**src/hw/rtl/psi_pkg.sv**
```systemverilog
`default_nettype none
package psi_pkg;
	localparam int MAX_POINTS = 16;

	typedef struct packed {
		logic        mode;
		logic [3:0]  point_index;
		logic [31:0] point_time;
		logic [31:0] point_temp;
		logic [31:0] elapsed_time;
	} in_t;

	typedef struct packed {
		logic [31:0] target_temp;
		logic        status;
	} out_t;

	localparam logic [1:0] REG_MAX_TARGET   = 2'd0;
	localparam logic [1:0] REG_MAX_DURATION = 2'd1;
	localparam logic [1:0] REG_POINTS       = 2'd2;

	localparam logic MODE_WRITE = 1'b0;
	localparam logic MODE_QUERY = 1'b1;

	// divider handshake
	typedef struct packed {
		logic        start;
		logic [63:0] dividend;
		logic [32:0] divisor;
	} div_req_t;
endpackage
`default_nettype wire

```
**src/hw/rtl/psi_div.sv**
```systemverilog
`default_nettype none
module psi_div
	import psi_pkg::*;
(
	input  wire logic        clk,
	input  wire logic        arst_n,
	input  wire div_req_t    req,
	output logic             busy,
	output logic             done,
	output logic [63:0]      quotient
);
	logic [6:0]  cnt_q;
	logic [63:0] quo_q;
	logic [32:0] rem_q;
	logic [32:0] dvs_q;
	logic [33:0] trial;

	assign trial = {rem_q, quo_q[63]} - {1'b0, dvs_q};
	assign busy = (cnt_q != 7'd0);
	assign quotient = quo_q;

	always_ff @(posedge clk or negedge arst_n) begin
		if (!arst_n) begin
			cnt_q <= '0;
			done <= 1'b0;
		end else begin
			done <= (cnt_q == 7'd1);
			if (req.start) cnt_q <= 7'd64;
			else if (cnt_q != 7'd0) cnt_q <= cnt_q - 7'd1;
		end
	end

	// restoring division, one quotient bit per cycle
	always_ff @(posedge clk) begin
		if (req.start) begin
			quo_q <= req.dividend;
			rem_q <= '0;
			dvs_q <= req.divisor;
		end else if (cnt_q != 7'd0) begin
			if (!trial[33]) begin
				rem_q <= trial[32:0];
				quo_q <= {quo_q[62:0], 1'b1};
			end else begin
				rem_q <= {rem_q[31:0], quo_q[63]};
				quo_q <= {quo_q[62:0], 1'b0};
			end
		end
	end
endmodule
`default_nettype wire

```
**src/hw/rtl/profile_setpoint_interpolator_top.sv**
```systemverilog
// A point write, or a query with a bad point count, answers in the cycle after accept.
// A query walks the table point by point (memory read, then check), then, unless a
// point fails a check or the time lies past the last point, does one 32x32 multiply
// and a 64-step restoring divide.
// One request at a time; the next is taken the cycle after the result is accepted.
// Reset (arst_n low) clears the control and config registers and empties the whole table (valid bits per slot).
`default_nettype none
module profile_setpoint_interpolator_top
	import psi_pkg::*;
#(
	parameter logic [31:0] DEFAULT_MAX_TARGET = 32'd250000,
	parameter logic [31:0] DEFAULT_MAX_DURATION = 32'd1800000
) (
	input  wire logic        clk,
	input  wire logic        arst_n,
	input  wire logic        in_valid,
	output logic             in_ready,
	input  wire in_t         in_data,
	output logic             out_valid,
	input  wire logic        out_ready,
	output out_t             out_data,
	input  wire logic        cfg_we,
	input  wire logic [1:0]  cfg_index,
	input  wire logic [31:0] cfg_data
);
	localparam int SLOTS = (MAX_POINTS < 16) ? MAX_POINTS : 16;
	localparam int AW = 4;

	typedef enum logic [5:0] {
		S_IDLE = 6'b000001,
		S_READ = 6'b000010,
		S_SCAN = 6'b000100,
		S_MUL  = 6'b001000,
		S_DIV  = 6'b010000,
		S_OUT  = 6'b100000
	} state_t;

	state_t state_q;
	logic [31:0] tlim_cfg_q, dlim_cfg_q;
	logic [7:0]  npts_q;
	logic [63:0] mem_q [SLOTS];
	logic [15:0] vld_q;
	logic [63:0] rd_s1;
	logic        rd_vld_s1;
	logic [AW:0] idx_q;
	logic [31:0] elapsed_q, prev_time_q, prev_temp_q;
	logic        found_q, bad_q, first_q;
	logic [31:0] res_q;
	logic [31:0] mag_q, dt_q, off_q;
	logic        neg_q;
	div_req_t    dreq;
	logic        dbusy, ddone;
	logic [63:0] dquo;

	logic [31:0] tlim, dlim, cur_time, cur_temp;
	logic        slot_ok;
	logic [7:0]  last_idx;

	assign tlim = ($signed(tlim_cfg_q) > 0) ? tlim_cfg_q : DEFAULT_MAX_TARGET;
	assign dlim = (dlim_cfg_q != 0) ? dlim_cfg_q : DEFAULT_MAX_DURATION;
	assign cur_time = rd_vld_s1 ? rd_s1[63:32] : 32'd0;
	assign cur_temp = rd_vld_s1 ? rd_s1[31:0] : 32'd0;
	assign last_idx = npts_q - 8'd1;
	assign in_ready = (state_q == S_IDLE) && !out_valid;
	assign slot_ok = (32'(in_data.point_index) < 32'(MAX_POINTS));

	psi_div u_div (
		.clk(clk), .arst_n(arst_n), .req(dreq),
		.busy(dbusy), .done(ddone), .quotient(dquo)
	);

	always_comb begin
		dreq.start = (state_q == S_MUL);
		dreq.dividend = 64'(mag_q) * 64'(off_q);
		dreq.divisor = {1'b0, dt_q};
	end

	always_ff @(posedge clk or negedge arst_n) begin
		if (!arst_n) begin
			tlim_cfg_q <= '0;
			dlim_cfg_q <= '0;
			npts_q <= '0;
		end else if (cfg_we) begin
			case (cfg_index)
				REG_MAX_TARGET:   tlim_cfg_q <= cfg_data;
				REG_MAX_DURATION: dlim_cfg_q <= cfg_data;
				REG_POINTS:       npts_q <= cfg_data[7:0];
				default: ;
			endcase
		end
	end

	// table memory; unwritten slots read as zero via valid bits
	always_ff @(posedge clk) begin
		if (state_q == S_IDLE && in_valid && in_ready && in_data.mode == MODE_WRITE
				&& slot_ok)
			mem_q[in_data.point_index[AW-1:0]] <= {in_data.point_time, in_data.point_temp};
		rd_s1 <= mem_q[idx_q[AW-1:0]];
	end

	always_ff @(posedge clk or negedge arst_n) begin
		if (!arst_n) begin
			vld_q <= '0;
			rd_vld_s1 <= 1'b0;
		end else begin
			if (state_q == S_IDLE && in_valid && in_ready && in_data.mode == MODE_WRITE
					&& slot_ok)
				vld_q[in_data.point_index] <= 1'b1;
			rd_vld_s1 <= vld_q[idx_q[AW-1:0]];
		end
	end

	always_ff @(posedge clk or negedge arst_n) begin
		if (!arst_n) begin
			state_q <= S_IDLE;
			out_valid <= 1'b0;
		end else begin
			if (out_valid && out_ready) out_valid <= 1'b0;
			case (state_q)
				S_IDLE: if (in_valid && in_ready) begin
					if (in_data.mode == MODE_WRITE) out_valid <= 1'b1;
					else if (npts_q < 8'd2 || 32'(npts_q) > 32'(MAX_POINTS))
						out_valid <= 1'b1;
					else state_q <= S_READ;
				end
				S_READ: state_q <= S_SCAN;
				S_SCAN: begin
					if (bad_q || (cur_time > dlim) || ($signed(cur_temp) > $signed(tlim))
							|| (first_q && cur_time != 0)
							|| (!first_q && cur_time <= prev_time_q)) begin
						state_q <= S_IDLE;
						out_valid <= 1'b1;
					end else if ({3'd0, idx_q} == last_idx) begin
						if (found_q || elapsed_q <= cur_time) state_q <= S_MUL;
						else begin
							state_q <= S_IDLE;
							out_valid <= 1'b1;
						end
					end else state_q <= S_READ;
				end
				S_MUL: state_q <= S_DIV;
				S_DIV: if (ddone) begin
					state_q <= S_OUT;
				end
				S_OUT: begin
					state_q <= S_IDLE;
					out_valid <= 1'b1;
				end
				default: state_q <= S_IDLE;
			endcase
		end
	end

	// datapath; found/bracket recorded while checking every point
	always_ff @(posedge clk) begin
		case (state_q)
			S_IDLE: if (in_valid && in_ready) begin
				idx_q <= '0;
				first_q <= 1'b1;
				found_q <= 1'b0;
				bad_q <= 1'b0;
				elapsed_q <= in_data.elapsed_time;
				out_data.target_temp <= '0;
				out_data.status <= (in_data.mode == MODE_QUERY);
			end
			S_SCAN: begin
				prev_time_q <= cur_time;
				prev_temp_q <= cur_temp;
				first_q <= 1'b0;
				idx_q <= idx_q + 1'b1;
				if (!found_q) begin
					if (first_q) begin
						if (elapsed_q <= cur_time) begin
							found_q <= 1'b1;
							res_q <= cur_temp;
							mag_q <= '0;
							dt_q <= 32'd1;
							off_q <= '0;
							neg_q <= 1'b0;
						end
					end else if (elapsed_q <= cur_time) begin
						found_q <= 1'b1;
						res_q <= prev_temp_q;
						neg_q <= $signed(cur_temp) < $signed(prev_temp_q);
						mag_q <= ($signed(cur_temp) < $signed(prev_temp_q))
							? prev_temp_q - cur_temp : cur_temp - prev_temp_q;
						dt_q <= cur_time - prev_time_q;
						off_q <= elapsed_q - prev_time_q;
					end
				end
				// hold last temperature past the end
				if ({3'd0, idx_q} == last_idx && !found_q && !(elapsed_q <= cur_time))
					out_data.target_temp <= cur_temp;
				if ({3'd0, idx_q} == last_idx && !found_q && (elapsed_q <= cur_time)
						&& first_q)
					out_data.target_temp <= cur_temp;
				out_data.status <= 1'b1;
				if (!(bad_q || (cur_time > dlim) || ($signed(cur_temp) > $signed(tlim))
						|| (first_q && cur_time != 0)
						|| (!first_q && cur_time <= prev_time_q))
						&& {3'd0, idx_q} == last_idx)
					out_data.status <= 1'b0;
				if (bad_q || (cur_time > dlim) || ($signed(cur_temp) > $signed(tlim))
						|| (first_q && cur_time != 0)
						|| (!first_q && cur_time <= prev_time_q))
					out_data.target_temp <= '0;
			end
			S_OUT: out_data.target_temp <= neg_q ? res_q - dquo[31:0] : res_q + dquo[31:0];
			default: ;
		endcase
	end

	logic unused;
	assign unused = dbusy;
endmodule
`default_nettype wire

```
**config.mk**
```make
export PLATFORM = sky130hd
export DESIGN_NAME = profile_setpoint_interpolator_top
export DESIGN_NICKNAME = d
export VERILOG_FILES = /design/src/hw/rtl/psi_pkg.sv /design/src/hw/rtl/psi_div.sv /design/src/hw/rtl/profile_setpoint_interpolator_top.sv
export SDC_FILE = /design/constraint.sdc
export NUM_CORES = 2
export LEC_CHECK = 0
export ABC_AREA = 0
export BUFFER_PORTS_ARGS = -buffer_cell sky130_fd_sc_hd__clkbuf_2
export CELL_PAD_IN_SITES_DETAIL_PLACEMENT = 2
export CELL_PAD_IN_SITES_GLOBAL_PLACEMENT = 2
export CORE_MARGIN = 4
export CORE_UTILIZATION = 41
export DETAILED_ROUTE_END_ITERATION = 16
export GPL_ROUTABILITY_DRIVEN = 1
export GPL_TIMING_DRIVEN = 0
export PLACE_DENSITY = 0.87
export SLEW_MARGIN = 20
export SYNTH_ARGS = -nofsm -noshare
export SYNTH_HDL_FRONTEND = slang
export SYNTH_SLANG_ARGS = --single-unit
```
**constraint.sdc**
```tcl
create_clock -name clk -period 11.9 [get_ports clk]
set_clock_uncertainty 0.1 [all_clocks]
set_input_delay 1.19 -clock clk [delete_from_list [all_inputs] [get_ports clk]]
set_output_delay 1.19 -clock clk [all_outputs]
set_load 0.005 [all_outputs]
```
---- After elaboration in Yosys (flattened, before gate mapping) ----
Memory sizes are Yosys's and may differ from the RTL's. A register that Yosys moved wholly into a read port is not among the register bits.
Cells that the tools add are included.
cells by class
  equal/unequal tests ..................... 15
  order comparisons ....................... 11
  add/sub/neg operators ................... 10
  muxes and demuxes ....................... 63
  bitwise gates (word level) .............. 3
  $mul .................................... 1
  reductions and logical operators ........ 39
operator list
  cell                                                                              number
  32-bit 2-to-1 mux                                                                 20
  32-bit subtractor                                                                 5
  64-bit 2-to-1 mux                                                                 2
  32-bit one-hot mux with 3 select lines                                            1
  33-bit 2-to-1 mux                                                                 2
  32-bit greater-than comparator                                                    2
  32-bit <= comparator                                                              2
  32-bit by 32-bit multiplier with 64-bit output                                    1
  32-bit nonzero test                                                               2
  6-bit 2-to-1 mux                                                                  6
  34-bit by 32-bit subtractor with 34-bit output                                    1
  32-bit adder                                                                      1
  32-bit by 1-bit greater-than comparator with 1-bit output, second input constant  1
  32-bit < comparator                                                               1
  6-bit one-hot mux with 5 select lines                                             1
  1-bit 2-to-1 mux                                                                  20
  16-bit OR                                                                         1
  1-bit logical AND                                                                 14
  7-bit 2-to-1 mux                                                                  2
  4-bit by 5-bit < comparator with 1-bit output, second input constant              2
  5-bit one-hot mux with 2 select lines                                             1
  2-bit AND reduction                                                               5
  5-bit by 8-bit equality test with 1-bit output                                    1
  8-bit by 5-bit greater-than comparator with 1-bit output, second input constant   1
  32 further kinds                                                                  47
word-level totals
  memories kept ........................... 1
  word-level logic and storage cells ...... 168
  bits in registers ....................... 498
  RAM bits ................................ 1,024
memory list
  name   depth  bits a word  read ports  clocked after memory_dff  wr ports  line                                     RTL
  mem_q  16     64           1           1                         1         profile_setpoint_interpolator_top.sv:41  logic [63:0] mem_q [SLOTS];

---- Depth between registers and ports, before layout ----
  depth after elaboration ................. 10
  gate-level depth with buffers ........... 28
  mapped depth without buffers ............ 26

---- Hierarchy ----
A second synthesis with hierarchy kept.
second synthesis, totals
  cells, all modules ...................... 8,365
  area total of the unflattened synthesis .. 105,014.5 sq um
by module, submodules not included
  module                             area each (sq um)  cells each  instances
  profile_setpoint_interpolator_top  97,304.6           7,655       1
  psi_div                            7,709.9            710         1

---- Worst setup path after synthesis ----
No wires, ideal clock.
  path kind ............................... register to register
  from .................................... reg rd_vld_s1
  to ...................................... reg dt_q[0] (enable)
  setup time .............................. 0.802 ns
  cell stages (with the launch flop) ...... 15
  path buffers ............................ 4
  setup slack ............................. -1.153 ns
  arrival ................................. 12.151 ns
  data required time ...................... 10.998 ns
  path through ............................ dfrtp_1 clkbuf_1 clkbuf_1 clkbuf_1 buf_1 nand2_1 ha_1 a21o_1 a21o_1 a21oi_1 o21ai_0 a21oi_1 nor3_1 o32ai_1 nor3b_1
between the ends
  cells in the longest elaborated chain, start to end .. 3
ends and longest elaborated chain
  element                        line                                                                                RTL
  start: declaration             profile_setpoint_interpolator_top.sv:44                                             logic rd_vld_s1;
  start signal: assignment       profile_setpoint_interpolator_top.sv:109                                            rd_vld_s1 <= vld_q[idx_q[AW-1:0]];
  32-bit 2-to-1 mux              profile_setpoint_interpolator_top.sv:61                                             assign cur_time = rd_vld_s1 ? rd_s1[63:32] : 32'd0;
  32-bit <= comparator           profile_setpoint_interpolator_top.sv:173, profile_setpoint_interpolator_top.sv:181
  3-bit AND reduction (no line)  -
  end signal: assignment         profile_setpoint_interpolator_top.sv:187                                            dt_q <= cur_time - prev_time_q;
  end: declaration               profile_setpoint_interpolator_top.sv:49                                             logic [31:0] mag_q, dt_q, off_q;
No other way between the ends.
A chain may end at the register's enable or synchronous reset.

---- Final worst setup path ----
  from .................................... reg off_q[10]
  to ...................................... reg u_div.quo_q[60] (netlist: u_div.quotient[60]) (data pin)
between the ends
  cells in the longest elaborated chain, start to end .. 2
ends and longest elaborated chain
  element                                         line                                      RTL
  start: declaration                              profile_setpoint_interpolator_top.sv:49
  start signal: assignment                        profile_setpoint_interpolator_top.sv:188  off_q <= elapsed_q - prev_time_q;
  32-bit by 32-bit multiplier with 64-bit output  profile_setpoint_interpolator_top.sv:74   dreq.dividend = 64'(mag_q) * 64'(off_q);
  64-bit 2-to-1 mux                               psi_div.sv:35                             if (req.start) begin
  end signal: assignment                          psi_div.sv:36                             quo_q <= req.dividend;
  end signal: assignment                          psi_div.sv:42                             quo_q <= {quo_q[62:0], 1'b1};
  end signal: assignment                          psi_div.sv:45                             quo_q <= {quo_q[62:0], 1'b0};
  end: declaration                                psi_div.sv:13                             logic [63:0] quo_q;
No other way between the ends.

==> impl_results.md <==
* Setup TNS at 0 ns
* Post-CTS sizing at 0
* Seq cells post-synth at 1586
* Total CTS buffers at 156
* Maximum clock frequency at 98.78 MHz
* Most frequent cells in the layout: 1385 x edfxtp_1, 1092 x inv_1, 902 x fa_1, 777 x nand2_1, 606 x and2_1
* Register area at 46140 sq um
* Combinational share of power at 43.1%
* Asr flop ratio synth at 6.557%
* PortBufs at 174
* Layout Cells excl Fill at 12371
* Die Y at 513.1 um
* Initial antenna violation count at 63
* DP Wirelength at 350.6 mm
* Min Hold Slack at 0.05452 ns
* Pin count of the biggest net entering global routing at 94
* Sw power at 9787 uW
* Slew margin rel. at 10.06%
* Status: finished, final reports clean
* Crit path capture type: flop
* Start-to-end type of the worst setup path: reg -> reg
* Post-Syn Area at 104600 sq um
* Vias post-DR at 80272
* Die footprint at 263200 sq um
* Synth cell types at 101
* Overflow after GRT at 0
* Sink Count at 1586
* Initial core utilization at 41.19%
* Sequential power share at 31.5%
* Fillers at 24718
* Seq/Total Area, Yosys at 44.11%
* RSZ-0062 raised after global routing: false
* Arrival @ worst endpoint at 10.64 ns
* Avg Cell Area, Syn at 12.47 sq um
* Detailed-router iteration count before antenna repair at 8
* Layout area overhead at 12.38%
* Worst-Skew Late Latency at 0.89 ns
* Multi-input gate area at 52970 sq um
* R2R Setup Slk at 1.78 ns
* Setup crit start kind: flop
* Hold buffers post-CTS at 0
* Max-slew violations at 0
* WL final at 501.2 mm
* Synth area leader: edfxtp_1
* Cell count after placement at 12028
* Setup Fix Bufs, Post-CTS at 0
* Die W at 513.1 um
* Num ports at 175
* Post-synth EDFFs at 1385
* # rows at 185
* # DRC at 0
* CTS tree: built
* VDD IR max at 0.0001713 V
* CTS H-Tree Depth at 4
* Most area-consuming cells after synthesis: edfxtp_1 40%, fa_1 17%, mux4_2 7.0%
* Internal power at 13250 uW
* Leak at 0.04770 uW
* Routed Antenna Nets at 0
* Routed length per instance at 40.51 um
* Final period util at 85.08%
* Ratio of cells with drive above 1 in the final layout at 12.01%
* Vias/cell at 6.489
* GRT Overall Usage at 37.75%
* Min-delay worst type: in -> async
* Gp weighted congestion at 0.9489
* Power share of the clock group at 25.3%
* Least-Margin Pin Slew at 1.349 ns
* Leading register cell type out of synthesis: edfxtp_1
* Root Driver: clkbuf_16
* Nets at 10416
* CP required at 12.42 ns
* Final Worst Setup Slack at 1.776 ns
* YS warnings at 0
* Final Hold Viols at 0
* Yosys top cell area share at 39.77%
* Net count after synthesis at 9978
* Minimum clock period at 10.12 ns
* Vias in the first global route at 87714
* CP Max Fanout at 10
* Dpl ws at 1.835 ns
* # Max-Cap Violations at 0
* First-pass GRT wire length at 702.1 mm
* Final setup violation count at 0
* Pwr dens at 196.0 nW/um^2
* Synth Instances at 8384
* Core area at 253900 sq um
* Most common cell after layout, fill and taps aside: edfxtp_1
* Clk pin slew, worst setup/hold paths at 0.08 ns
* CTS Buffer Depth at 3
* Sw Share at 42.49%
* 1st-iter DRT viols at 10968
## layer usage
layer,vias up,wire (um),GRT usage [%]
li1,29764,-,-
met1,41664,164500,41.66
met2,6441,229700,60.25
met3,2367,53790,11.59
met4,36,52830,30.80
met5,-,353,0
## state kept, by name (all words and copies together), names as in the netlist, 7 cells and up
name	count
mem_q	1024
vld_q	16
rd_s1	64
res_q	32
tlim_cfg_q	32
mag_q	32
dt_q	32
elapsed_q	32
u_div.rem_q	33
off_q	32
out_data	33
dlim_cfg_q	32
u_div.cnt_q	7
u_div.quotient	64
prev_time_q	32
prev_temp_q	32
npts_q	8
u_div.dvs_q	32
## cells in the mapped netlist (8+ instances only)
cell      count
o21ai_0     233
nor3b_1       9
a21boi_0      9
o21bai_1     43
xnor2_1     156
a21oi_1     296
o22ai_1      30
nor2b_1      51
mux2_2       76
fa_1        902
buf_1        32
o31ai_1      21
o211ai_1     25
nor3_1       78
mux4_2      325
ha_1        552
a31oi_1      37
inv_1      1094
and2_1      606
nand2b_1     37
clkbuf_1    345
edfxtp_1   1385
or2_2        26
buf_2        14
xor2_1       62
dfrtp_1     103
nand4_1      56
or3_1        16
a211oi_1     47
and3_1       25
nand3b_1     12
nor4_1       33
dfxtp_1      97
nor2_1      309
nand3_1      66
nand2_1     778
or4_1        11
mux2i_1      40
o21a_1       45
a41oi_1       8
a21o_1      156
## worst paths after layout
| kind | from | end | cells past startpoint |
|---|---|---|---|
| worst max-delay path | off_q[10] | u_div.quotient[60] | 24 |
| worst min-delay path | arst_n | vld_q[6] | 1 |
| worst max register to register | off_q[10] | u_div.quotient[60] | 24 |
| worst min register to register | dt_q[0] | u_div.dvs_q[0] | 0 |
| max in group asynchronous | arst_n | tlim_cfg_q[24] | 2 |
| min in group clk | dt_q[0] | u_div.dvs_q[0] | 0 |
## power groups by stage
stage	combinational, uW	clock (uW)	sequential (uW)
after CTS	9560	5790	7200
after floorplan	5790	0	6960
after global routing	10400	5990	7250
after detailed placement	9060	0	7250
after global placement	8320	0	7190
final	9940	5830	7270
## through the flow
step	total power, uW	instance area (sq um)	utilization (%)
after detailed placement	16310	111700	43.98
final	23030	117500	46.28
after global placement	15510	109700	43.19
after floorplan	12750	104600	-
after CTS	22550	117300	46.20
after global routing	23640	117400	46.23
## worst max-delay path, stage by stage (launching register included)
cell      delay [ns]
edfxtp_1        0.85
clkbuf_1        0.66
and2_1          0.27
fa_1            0.48
fa_1            0.58
inv_1           0.07
fa_1            0.51
fa_1            0.53
inv_1           0.06
fa_1            0.62
fa_1            0.46
fa_1            0.59
fa_1            0.46
ha_1            0.28
clkbuf_1        0.31
nand3_1         0.25
nor3b_1         0.25
nor2_1          0.12
o311ai_1        0.48
nor2_1          0.10
a21oi_1         0.50
a31oi_1         0.44
o31ai_1         0.50
nor4_1          0.09
a211o_1         0.27
## layout make-up
type | count | share of cell area [%]
Multi-Input combinational cell | 5305 | 45.07
Sequential cell | 1586 | 39.25
Clock buffer | 188 | 3.600
Tap cell | 3366 | 3.583
Inverter | 1094 | 3.496
Timing Repair Buffer | 280 | 2.323
Buffer | 399 | 1.353
Clock inverter | 100 | 1.205
Antenna cell | 53 | 0.1128
## kinds of logic (layout without fill, tap and decap cells)
logic type / Yosys count / count (layout) / synth area share (%)
other: 0 / 53 / 0
adder cells (fa/ha/maj): 1454 / 1454 / 23.87
XOR/XNOR: 218 / 218 / 1.826
AO/OA/AOI/OAI: 1046 / 1046 / 6.362
AND/OR/NAND/NOR: 2141 / 2141 / 10.16
buffers and inverters: 1493 / 2061 / 5.411
flip-flops: 1586 / 1586 / 44.11
multiplexers: 446 / 446 / 8.262
No activity file was read; power rests on OpenSTA's default activity.
